--- src/rtl/mmp_pkg.sv ---
// Shared types and constants for the min/max pyramid builder.
// No dependencies; every other file imports this package.
`default_nettype none

package mmp_pkg;

  // Field widths fixed by the transaction formats
  localparam int SAMPLE_W = 16;
  localparam int LEVEL_W  = 5;
  localparam int INDEX_W  = 23;

  // Input transaction: one audio sample
  typedef struct packed {
    logic signed [SAMPLE_W-1:0] sample;
    logic                       first_sample;
  } item_t;

  // Output transaction: one completed pair
  typedef struct packed {
    logic        [LEVEL_W-1:0]  level;
    logic        [INDEX_W-1:0]  entry_index;
    logic signed [SAMPLE_W-1:0] min_value;
    logic signed [SAMPLE_W-1:0] max_value;
    logic                       last_of_run;
  } result_t;

  // Commands from the sequencer to the level store
  typedef struct packed {
    logic clear_all;  // new stream: drop pending halves and counters
    logic set_pend;   // park the running min/max as a first half
    logic take_pend;  // consume the first half and bump the level count
  } store_ctrl_t;

endpackage

`default_nettype wire

--- src/rtl/mmp_minmax.sv ---
// Shared compare unit: merges a stored min/max pair with the running pair.
// Depends on mmp_pkg for the sample width.
`default_nettype none

module mmp_minmax (
  input  wire logic signed [mmp_pkg::SAMPLE_W-1:0] a_min,
  input  wire logic signed [mmp_pkg::SAMPLE_W-1:0] a_max,
  input  wire logic signed [mmp_pkg::SAMPLE_W-1:0] b_min,
  input  wire logic signed [mmp_pkg::SAMPLE_W-1:0] b_max,
  output logic signed [mmp_pkg::SAMPLE_W-1:0]      merged_min,
  output logic signed [mmp_pkg::SAMPLE_W-1:0]      merged_max
);
  import mmp_pkg::*;

  // Pick the smaller low bound and the larger high bound
  always_comb begin
    merged_min = (a_min < b_min) ? a_min : b_min;
    merged_max = (a_max > b_max) ? a_max : b_max;
  end

endmodule

`default_nettype wire

--- src/rtl/mmp_store.sv ---
// Per-level state: pending flags, pending min/max halves and entry counters.
// Depends on mmp_pkg for widths and the store command struct.
`default_nettype none

module mmp_store #(
  parameter int MAX_LEVELS = 24,
  parameter int LVL_W      = 5
) (
  input  wire logic                                clk,
  input  wire logic                                rst,
  input  wire mmp_pkg::store_ctrl_t                ctrl,
  input  wire logic [LVL_W-1:0]                    lvl,
  input  wire logic signed [mmp_pkg::SAMPLE_W-1:0] wr_min,
  input  wire logic signed [mmp_pkg::SAMPLE_W-1:0] wr_max,
  output logic [MAX_LEVELS-1:0]                    flags,
  output logic signed [mmp_pkg::SAMPLE_W-1:0]      rd_min,
  output logic signed [mmp_pkg::SAMPLE_W-1:0]      rd_max,
  output logic [mmp_pkg::INDEX_W-1:0]              rd_count
);
  import mmp_pkg::*;

  logic signed [SAMPLE_W-1:0] pend_min [MAX_LEVELS];
  logic signed [SAMPLE_W-1:0] pend_max [MAX_LEVELS];
  logic [INDEX_W-1:0]         count    [MAX_LEVELS];

  // Track which levels hold a first half
  always_ff @(posedge clk) begin
    if (rst || ctrl.clear_all) begin
      flags <= '0;
    end else if (ctrl.set_pend) begin
      flags[lvl] <= 1'b1;
    end else if (ctrl.take_pend) begin
      flags[lvl] <= 1'b0;
    end
  end

  // Hold the parked halves; valid only while the level's flag is set
  always_ff @(posedge clk) begin
    if (ctrl.set_pend) begin
      pend_min[lvl] <= wr_min;
      pend_max[lvl] <= wr_max;
    end
  end

  // Count emitted entries per level, wrapping at the index width
  always_ff @(posedge clk) begin
    if (rst || ctrl.clear_all) begin
      for (int i = 0; i < MAX_LEVELS; i++) begin
        count[i] <= '0;
      end
    end else if (ctrl.take_pend) begin
      count[lvl] <= count[lvl] + INDEX_W'(1);
    end
  end

  assign rd_min   = pend_min[lvl];
  assign rd_max   = pend_max[lvl];
  assign rd_count = count[lvl];

endmodule

`default_nettype wire

--- src/rtl/min_max_pyramid_builder.sv ---
// Top level of the streaming min/max pyramid builder: sequencer and output register.
// Depends on mmp_pkg, mmp_store and mmp_minmax.
//
//  channel  | direction | handshake                  | payload
//  ---------+-----------+----------------------------+----------------
//  item     | in        | item_valid / item_ready    | mmp_pkg::item_t
//  result   | out       | result_valid / result_ready| mmp_pkg::result_t
//
// A sample is accepted, then visits the levels in turn: each level holding a first half
// completes a pair and carries the merged pair up; the walk ends by parking at the first
// level without a first half, or by completing the top level.
// Unstalled, the sequencer walks levels one per cycle via the single compare unit.
// Reset (rst, synchronous) clears all pending halves and counters.
// A stalled result holds the walk on its level; item_ready stays low until done.
`default_nettype none

module min_max_pyramid_builder #(
  parameter int MAX_LEVELS = 24
) (
  input  wire logic             clk,
  input  wire logic             rst,
  input  wire logic             item_valid,
  output logic                  item_ready,
  input  wire mmp_pkg::item_t   item,
  output logic                  result_valid,
  input  wire logic             result_ready,
  output mmp_pkg::result_t      result
);
  import mmp_pkg::*;

  localparam int LVL_W = (MAX_LEVELS > 1) ? $clog2(MAX_LEVELS) : 1;

  localparam logic ST_IDLE = 1'b0;
  localparam logic ST_RUN  = 1'b1;

  logic                       state;
  logic [LVL_W-1:0]           lvl;
  logic signed [SAMPLE_W-1:0] run_min;
  logic signed [SAMPLE_W-1:0] run_max;

  store_ctrl_t                ctrl;
  logic [MAX_LEVELS-1:0]      flags;
  logic signed [SAMPLE_W-1:0] pend_min;
  logic signed [SAMPLE_W-1:0] pend_max;
  logic [INDEX_W-1:0]         pend_count;
  logic signed [SAMPLE_W-1:0] merged_min;
  logic signed [SAMPLE_W-1:0] merged_max;

  logic             accept;
  logic             out_free;
  logic             cur_pend;
  logic             is_top;
  logic [LVL_W-1:0] lvl_up;
  logic             next_pend;
  logic             emit;
  logic             park;

  mmp_store #(
    .MAX_LEVELS (MAX_LEVELS),
    .LVL_W      (LVL_W)
  ) u_store (
    .clk      (clk),
    .rst      (rst),
    .ctrl     (ctrl),
    .lvl      (lvl),
    .wr_min   (run_min),
    .wr_max   (run_max),
    .flags    (flags),
    .rd_min   (pend_min),
    .rd_max   (pend_max),
    .rd_count (pend_count)
  );

  mmp_minmax u_minmax (
    .a_min      (pend_min),
    .a_max      (pend_max),
    .b_min      (run_min),
    .b_max      (run_max),
    .merged_min (merged_min),
    .merged_max (merged_max)
  );

  // Decide the action for the current level
  always_comb begin
    item_ready = (state == ST_IDLE);
    accept     = item_valid && item_ready;
    out_free   = !result_valid || result_ready;
    cur_pend   = flags[lvl];
    is_top     = (lvl == LVL_W'(MAX_LEVELS - 1));
    lvl_up     = lvl + LVL_W'(1);
    next_pend  = is_top ? 1'b0 : flags[lvl_up];
    park       = (state == ST_RUN) && !cur_pend;
    emit       = (state == ST_RUN) && cur_pend && out_free;

    ctrl.clear_all = accept && item.first_sample;
    ctrl.set_pend  = park;
    ctrl.take_pend = emit;
  end

  // Advance the sequencer
  always_ff @(posedge clk) begin
    if (rst) begin
      state <= ST_IDLE;
    end else begin
      unique case (state)
        ST_IDLE: begin
          if (accept) state <= ST_RUN;
        end
        ST_RUN: begin
          if (park || (emit && is_top)) state <= ST_IDLE;
        end
        default: state <= ST_IDLE;
      endcase
    end
  end

  // Load the sample, then carry each merged pair one level up
  always_ff @(posedge clk) begin
    if (accept) begin
      lvl     <= '0;
      run_min <= item.sample;
      run_max <= item.sample;
    end else if (emit) begin
      lvl     <= lvl_up;
      run_min <= merged_min;
      run_max <= merged_max;
    end
  end

  // Hold the result transaction until taken
  always_ff @(posedge clk) begin
    if (rst) begin
      result_valid <= 1'b0;
    end else if (emit) begin
      result_valid <= 1'b1;
    end else if (result_ready) begin
      result_valid <= 1'b0;
    end
  end

  always_ff @(posedge clk) begin
    if (emit) begin
      result.level       <= LEVEL_W'(lvl);
      result.entry_index <= pend_count;
      result.min_value   <= merged_min;
      result.max_value   <= merged_max;
      result.last_of_run <= !next_pend;
    end
  end

endmodule

`default_nettype wire
--- config.mk ---
export PLATFORM = sky130hd
export DESIGN_NAME = min_max_pyramid_builder
export DESIGN_NICKNAME = d
export VERILOG_FILES = /design/src/rtl/mmp_pkg.sv /design/src/rtl/mmp_minmax.sv /design/src/rtl/mmp_store.sv /design/src/rtl/min_max_pyramid_builder.sv
export SDC_FILE = /design/constraint.sdc
export NUM_CORES = 2
export LEC_CHECK = 0
export ABC_CLOCK_PERIOD_IN_PS = 6600
export BUFFER_PORTS_ARGS = -buffer_cell sky130_fd_sc_hd__clkbuf_2
export CELL_PAD_IN_SITES_DETAIL_PLACEMENT = 1
export CELL_PAD_IN_SITES_GLOBAL_PLACEMENT = 2
export CORE_UTILIZATION = 50
export CTS_BUF_LIST = sky130_fd_sc_hd__clkbuf_4 sky130_fd_sc_hd__clkbuf_8
export CTS_CLUSTER_DIAMETER = 50
export DETAILED_ROUTE_END_ITERATION = 8
export GPL_TIMING_DRIVEN = 0
export PLACE_DENSITY_LB_ADDON = 0.1
export SYNTH_ARGS = -nofsm -noshare
export SYNTH_HDL_FRONTEND = slang
export SYNTH_SLANG_ARGS = --single-unit
--- constraint.sdc ---
create_clock -name clk -period 6.6 [get_ports clk]
set_input_delay 0.33 -clock clk [delete_from_list [all_inputs] [get_ports clk]]
set_output_delay 0.33 -clock clk [all_outputs]
set_load 0.02 [all_outputs]
; Yosys cells after proc, flatten, opt, wreduce, memory -nomap -nowiden
; Memories as Yosys holds them, arrays and structs flattened. A register that Yosys moved wholly into a read port is not among the register bits.
; Cells that the tools add are included.
[classes]
n_eq_ne = 1
n_lt_le_gt_ge = 5
reduce_logical = 17
n_bitwise = 4
mux = 36
add_sub_neg = 2
[op_table]
columns = op, n
row1 = $mux W16, 6
row2 = $mux W24, 2
row3 = $mux W5, 7
row4 = $and A24 B24 Y24, 1
row5 = $not A24 Y24, 1
row6 = $or A24 B24 Y24, 1
row7 = $add A23 B1 Y23 const B, 1
row8 = $mux W23, 1
row9 = $reduce_or A23 Y1, 1
row10 = $gt A16 B16 Y1, 1
row11 = $lt A16 B16 Y1, 1
row12 = $mux W1, 16
row13 = $lt A5 B6 Y1 const B, 2
row14 = $bmux W1 S5, 2
row15 = $logic_and A1 B1 Y1, 7
row16 = $reduce_bool A2 Y1, 3
row17 = $add A5 B1 Y5 const B, 1
row18 = $demux W1 S5, 1
row19 = $eq A5 B5 Y1 const B, 1
row20 = $ge A5 B1 Y1 const B, 1
row21 = $logic_not A1 Y1, 3
row22 = $logic_or A1 B1 Y1, 3
row23 = $pmux W1 S2, 1
row24 = $not A1 Y1, 1
[word_totals]
memories = 3
register_bits = 124
ram_bits = 1320
[memory_table]
columns = name, words, word_bits, read_ports, rd_ports_with_merged_regs, wr, line_no
row1 = u_store.count, 24, 23, 1, 1, 24, mmp_store.sv:24  ; logic [INDEX_W-1:0] count [MAX_LEVELS];
row2 = u_store.pend_max, 24, 16, 1, 1, 1, mmp_store.sv:23  ; logic signed [SAMPLE_W-1:0] pend_max [MAX_LEVELS];
row3 = u_store.pend_min, 24, 16, 1, 1, 1, mmp_store.sv:22  ; logic signed [SAMPLE_W-1:0] pend_min [MAX_LEVELS];

; Longest topological paths before layout
[depth]
depth_word = 9
ltp_mapped = 30
ltp_nobuf = 14

; By module
; Synthesis repeated with hierarchy kept, for this count alone.
[hier_totals]
hier_cells = 4059
area_unflattened_um2 = 66920.4
[modules_own_cells]
columns = mod, instances, area_per_inst_um2, cells_each
row1 = mmp_store, 1, 61382.6, 3599
row2 = min_max_pyramid_builder, 1, 4037.6, 270
row3 = mmp_minmax, 1, 1500.2, 190

; Worst setup path before layout
; OpenSTA, ideal clock, no wires.
[synth_timing]
kind = flip-flop to flip-flop
from = register (tool-made name)
to = register result[10] (netlist name) (data pin)
stages_incl_launch_ff = 25
setup_ns = 0.279
required_time_ns = 6.321
period_less_slack_ns = 5.591
arrival_time_ns = 5.313
setup_slack_ns = 1.009
path_buffers = 11
cell_sequence = dfxtp_1 -> buf_6 -> buf_4 -> buf_6 -> buf_6 -> buf_6 -> buf_4 -> buf_6 -> buf_4 -> buf_2 -> mux4_2 -> mux4_2 -> o21ai_2 -> inv_1 -> ha_1 -> nor2b_1 -> o21a_1 -> o21a_1 -> o21a_1 -> o21a_1 -> o21ai_1 -> a21boi_0 -> buf_1 -> clkbuf_1 -> mux2i_1
[synth_rtl]
columns = item, line_no
row1 = to (decl), min_max_pyramid_builder.sv:27  ; output mmp_pkg::result_t result

==> impl_metrics.toml <==
[status]
outcome = "finished, final reports clean"

[synth]
yosys_warnings = 0
yosysSeqAreaShare_pct = 71.09
ys_async_sr_fraction_pct = 0
synthCells = 3992
syn_area_um2 = 68480
avgSynthCellArea_um2 = 17.15
ys_seq_elements = 1633
ys_types = 74
synth_edf_count = 1597
synth_ff_type = "edfxtp_1"

[clocking]
clk_pin_slew_ns = 0.06
insertion_delay_ns = 1.01
htreeDepth = 5
clock-sinks = 1633
root_buffer = "clkbuf_8"
cts_max_path_buffers = 4
cts_tree = "built"
cts_buffers = 293

[placed_design]
dp_cells = 6095
dp_hpwl_um = 144200
gp_congestion = 0.8839
numPortBuffers = 83

[critical_path]
arrival_ns = 7.12
path_class = "flop to flop"
endpoint_kind = "flop"
crit_fanout = 10
required_ns = 7.34
critPathLaunchType = "flop"

[global_route]
grt_max_degree = 45
overflow = 0
grt_pass1_wl_um = 302100
antenna_found_initial = 6
grt_usage_pct = 31.36
grt_pass1_vias = 42021

[job]
maxCapViolCount = 0

[final_layout]
area_growth_pct = 15.54
drive_above_1_share_pct = 25.26
finalNetCount = 4682
finalNonFillerCells = 6601
fill_cells = 12455

[die]
initial_core_util_pct = 50.48
die_w_um = 372.1
rows = 135
fp.dieH_um = 372.1
placeableCoreArea_um2 = 135600
die_area_um2 = 138400
num_io_pins = 84

[sta]
maxSlewViolCount = 0
worst_pin_slew_ns = 1.452
maxSlewHeadroom_pct = 3.206
finalCritPeriodShare_pct = 96.69
finalHoldViolCount = 0
finalCriticalPeriod_ns = 6.381
rsz0062_at_grt = "no"
skew_ns = 0.05922
fin_hold_ws_ns = 0.07665
fmax_mhz = 156.7
setup_viol_count_final = 0

[routing]
post_drt_wl_per_cell_um = 32.46
drcViolationCount = 0
avgViaCountPerCell = 6.083
postRouteAntennaNets = 0
dr.pass1.iters = 6
num_vias = 40154
drt_iter0_drc = 4029
wirelength_um = 214200

[power]
p_clk_share_pct = 39.7
ir_worst_vdd_uv = 190.1
power_leakage_uw = 0.02691
power_frac_comb_pct = 6.6
power.share.sequential_pct = 53.7
p_switching_uw = 5436
p_int_uw = 17530
switching_share_pct = 23.67
power.density_nw_per_um2 = 290.3

[worst_hold_path]
hold_class = "input port to flop"
## state kept, by name, indices dropped and copies added, names as in the netlist, named ones only
signal            cells
state                 1
result               61
u_store.pend_min    384
run_min              16
run_max              16
result_valid          1
u_store.pend_max    384
u_store.count       736
lvl                   5
## power groups by stage
| stage | sequential, µW | combinational, µW | clock [µW] |
|---|---|---|---|
| after CTS | 12300 | 1500 | 9260 |
| after global routing | 12400 | 1610 | 9640 |
| after floorplan | 12400 | 887 | 0 |
| final | 12300 | 1510 | 9130 |
| after global placement | 12500 | 1350 | 0 |
| after detailed placement | 12500 | 1470 | 0 |
## logic make-up (layout without fill, tap and decap cells)
group	Yosys count	after routing	synth area share, %
other cells	1	187	0.005476
buf+inv	389	1031	3.146
xor+xnor	19	19	0.2649
compound gates	365	365	3.625
fa+ha+maj	36	36	0.6578
mux	578	578	14.68
simple gates	971	971	6.534
flops	1633	1633	71.09
## cell usage after synthesis, types with 8 or more instances
library cell     n  area [µm²]
o21ai_0         53       265.3
ha_1            36       450.4
nand2_1        142       533.0
buf_12          11       220.2
nor2_1         474        1779
xnor2_1         12       105.1
dfxtp_1         36       720.7
a22oi_1         88       660.6
buf_2           66       330.3
inv_1           93       349.1
mux4_1          20       525.5
nor4_1          17       106.4
nand2b_1        22       137.6
clkbuf_1       122       457.9
mux4_2         314        7072
and2_1           9       56.30
o31ai_1         17       127.6
nand4_1         17       106.4
buf_6           32       360.4
a21oi_2         23       201.4
nor3_1         124       620.6
buf_1           14       52.55
nor2b_1         17       106.4
o221a_1          9       101.4
a21o_1           8       60.06
buf_4           45       337.8
mux2i_1        237        2372
a21oi_1        102       510.5
a211oi_1         8       60.06
nand3_1         72       360.4
o21ai_2         17       148.9
and3_1          12       75.07
edfxtp_1      1597       47960
nor3_2          20       200.2
## cells in the final DEF, fill, tap and decap left out, drive strengths merged, types with 8 or more instances in the layout
cell | synthesis | routed
a211oi | 8 | 8
a21o | 8 | 8
a21oi | 125 | 125
a22oi | 88 | 88
and2 | 10 | 10
and3 | 12 | 12
buf | 170 | 224
clkbuf | 122 | 607
clkinv | 1 | 74
conb | 1 | 184
dfxtp | 36 | 36
dlygate4sd3 | 0 | 18
edfxtp | 1597 | 1597
ha | 36 | 36
inv | 96 | 96
mux2i | 237 | 237
mux4 | 334 | 334
nand2 | 142 | 142
nand2b | 22 | 22
nand3 | 73 | 73
nand4 | 20 | 20
nor2 | 475 | 475
nor2b | 17 | 17
nor3 | 145 | 145
nor4 | 17 | 17
o21ai | 71 | 71
o221a | 15 | 15
o31ai | 17 | 17
xnor2 | 14 | 14
## worst paths after layout
path | from | end | slack (ns) | depth (start not counted)
setup / recovery | flop | run_min[10] | 0.22 | 17
hold / removal | item[9] | run_min[8] | 0.08 | 3
setup reg to reg | flop | run_min[10] | 0.22 | 17
hold reg to reg | lvl[2] | result[58] | 0.43 | 0
## final cells by class
type	instances	area (µm²)	share of cell area, %
Sequential cell	1633	48680	61.52
Multi-Input combinational cell	2153	18630	23.55
Clock buffer	404	4928	6.229
Tap cell	1781	2228	2.817
Timing Repair Buffer	160	1942	2.454
Buffer	287	1821	2.301
Clock inverter	83	514.2	0.6500
Inverter	97	365.4	0.4618
Antenna cell	3	7.507	0.009489
## timing repair
action / in CTS / in global routing
pin swaps: 2 / 0
endpoints found under the hold margin: 31 / 0
hold buffers: 18 / 0
resized for setup: 26 / 12
endpoints found under the setup margin: 64 / 55
buffers inserted: 3 / 0
## through the flow
step                setup TNS (ns)  util (%)  worst slack [ns]  total power [µW]  cell area, µm²
floorplan                        0         -             1.009             13250           69160
global placement          -1542.12     52.94            -3.479             13890           71810
detailed placement          -58.24     54.10            -1.314             14010           73380
CTS                              0     58.30           0.01462             23090           79080
global route                     0     58.33          0.002785             23620           79110
finish                           0     58.33            0.2187             22970           79120
## per-layer routing
layer / part of all wire (%) / track usage [%]
met1: 38 / 39.56
met2: 50 / 52.32
met3: 6.7 / 5.357
met4: 5.5 / 16.02
met5: 0.012 / 0
## critical path, stage by stage (launching register included)
cell	delay (ns)
dfxtp_1	0.53
clkbuf_1	0.39
clkbuf_2	0.42
clkdlybuf4s15_2	0.71
clkdlybuf4s15_2	0.80
buf_1	0.46
nor2_1	0.11
a21oi_1	0.31
ha_1	0.32
a21o_1	0.18
a21o_1	0.17
a21o_1	0.17
a211oi_1	0.32
o211ai_2	0.26
nor3_1	0.31
a21oi_2	0.12
buf_2	0.25
o221a_1	0.25
Note: power is estimated with default switching activity, not from simulation.
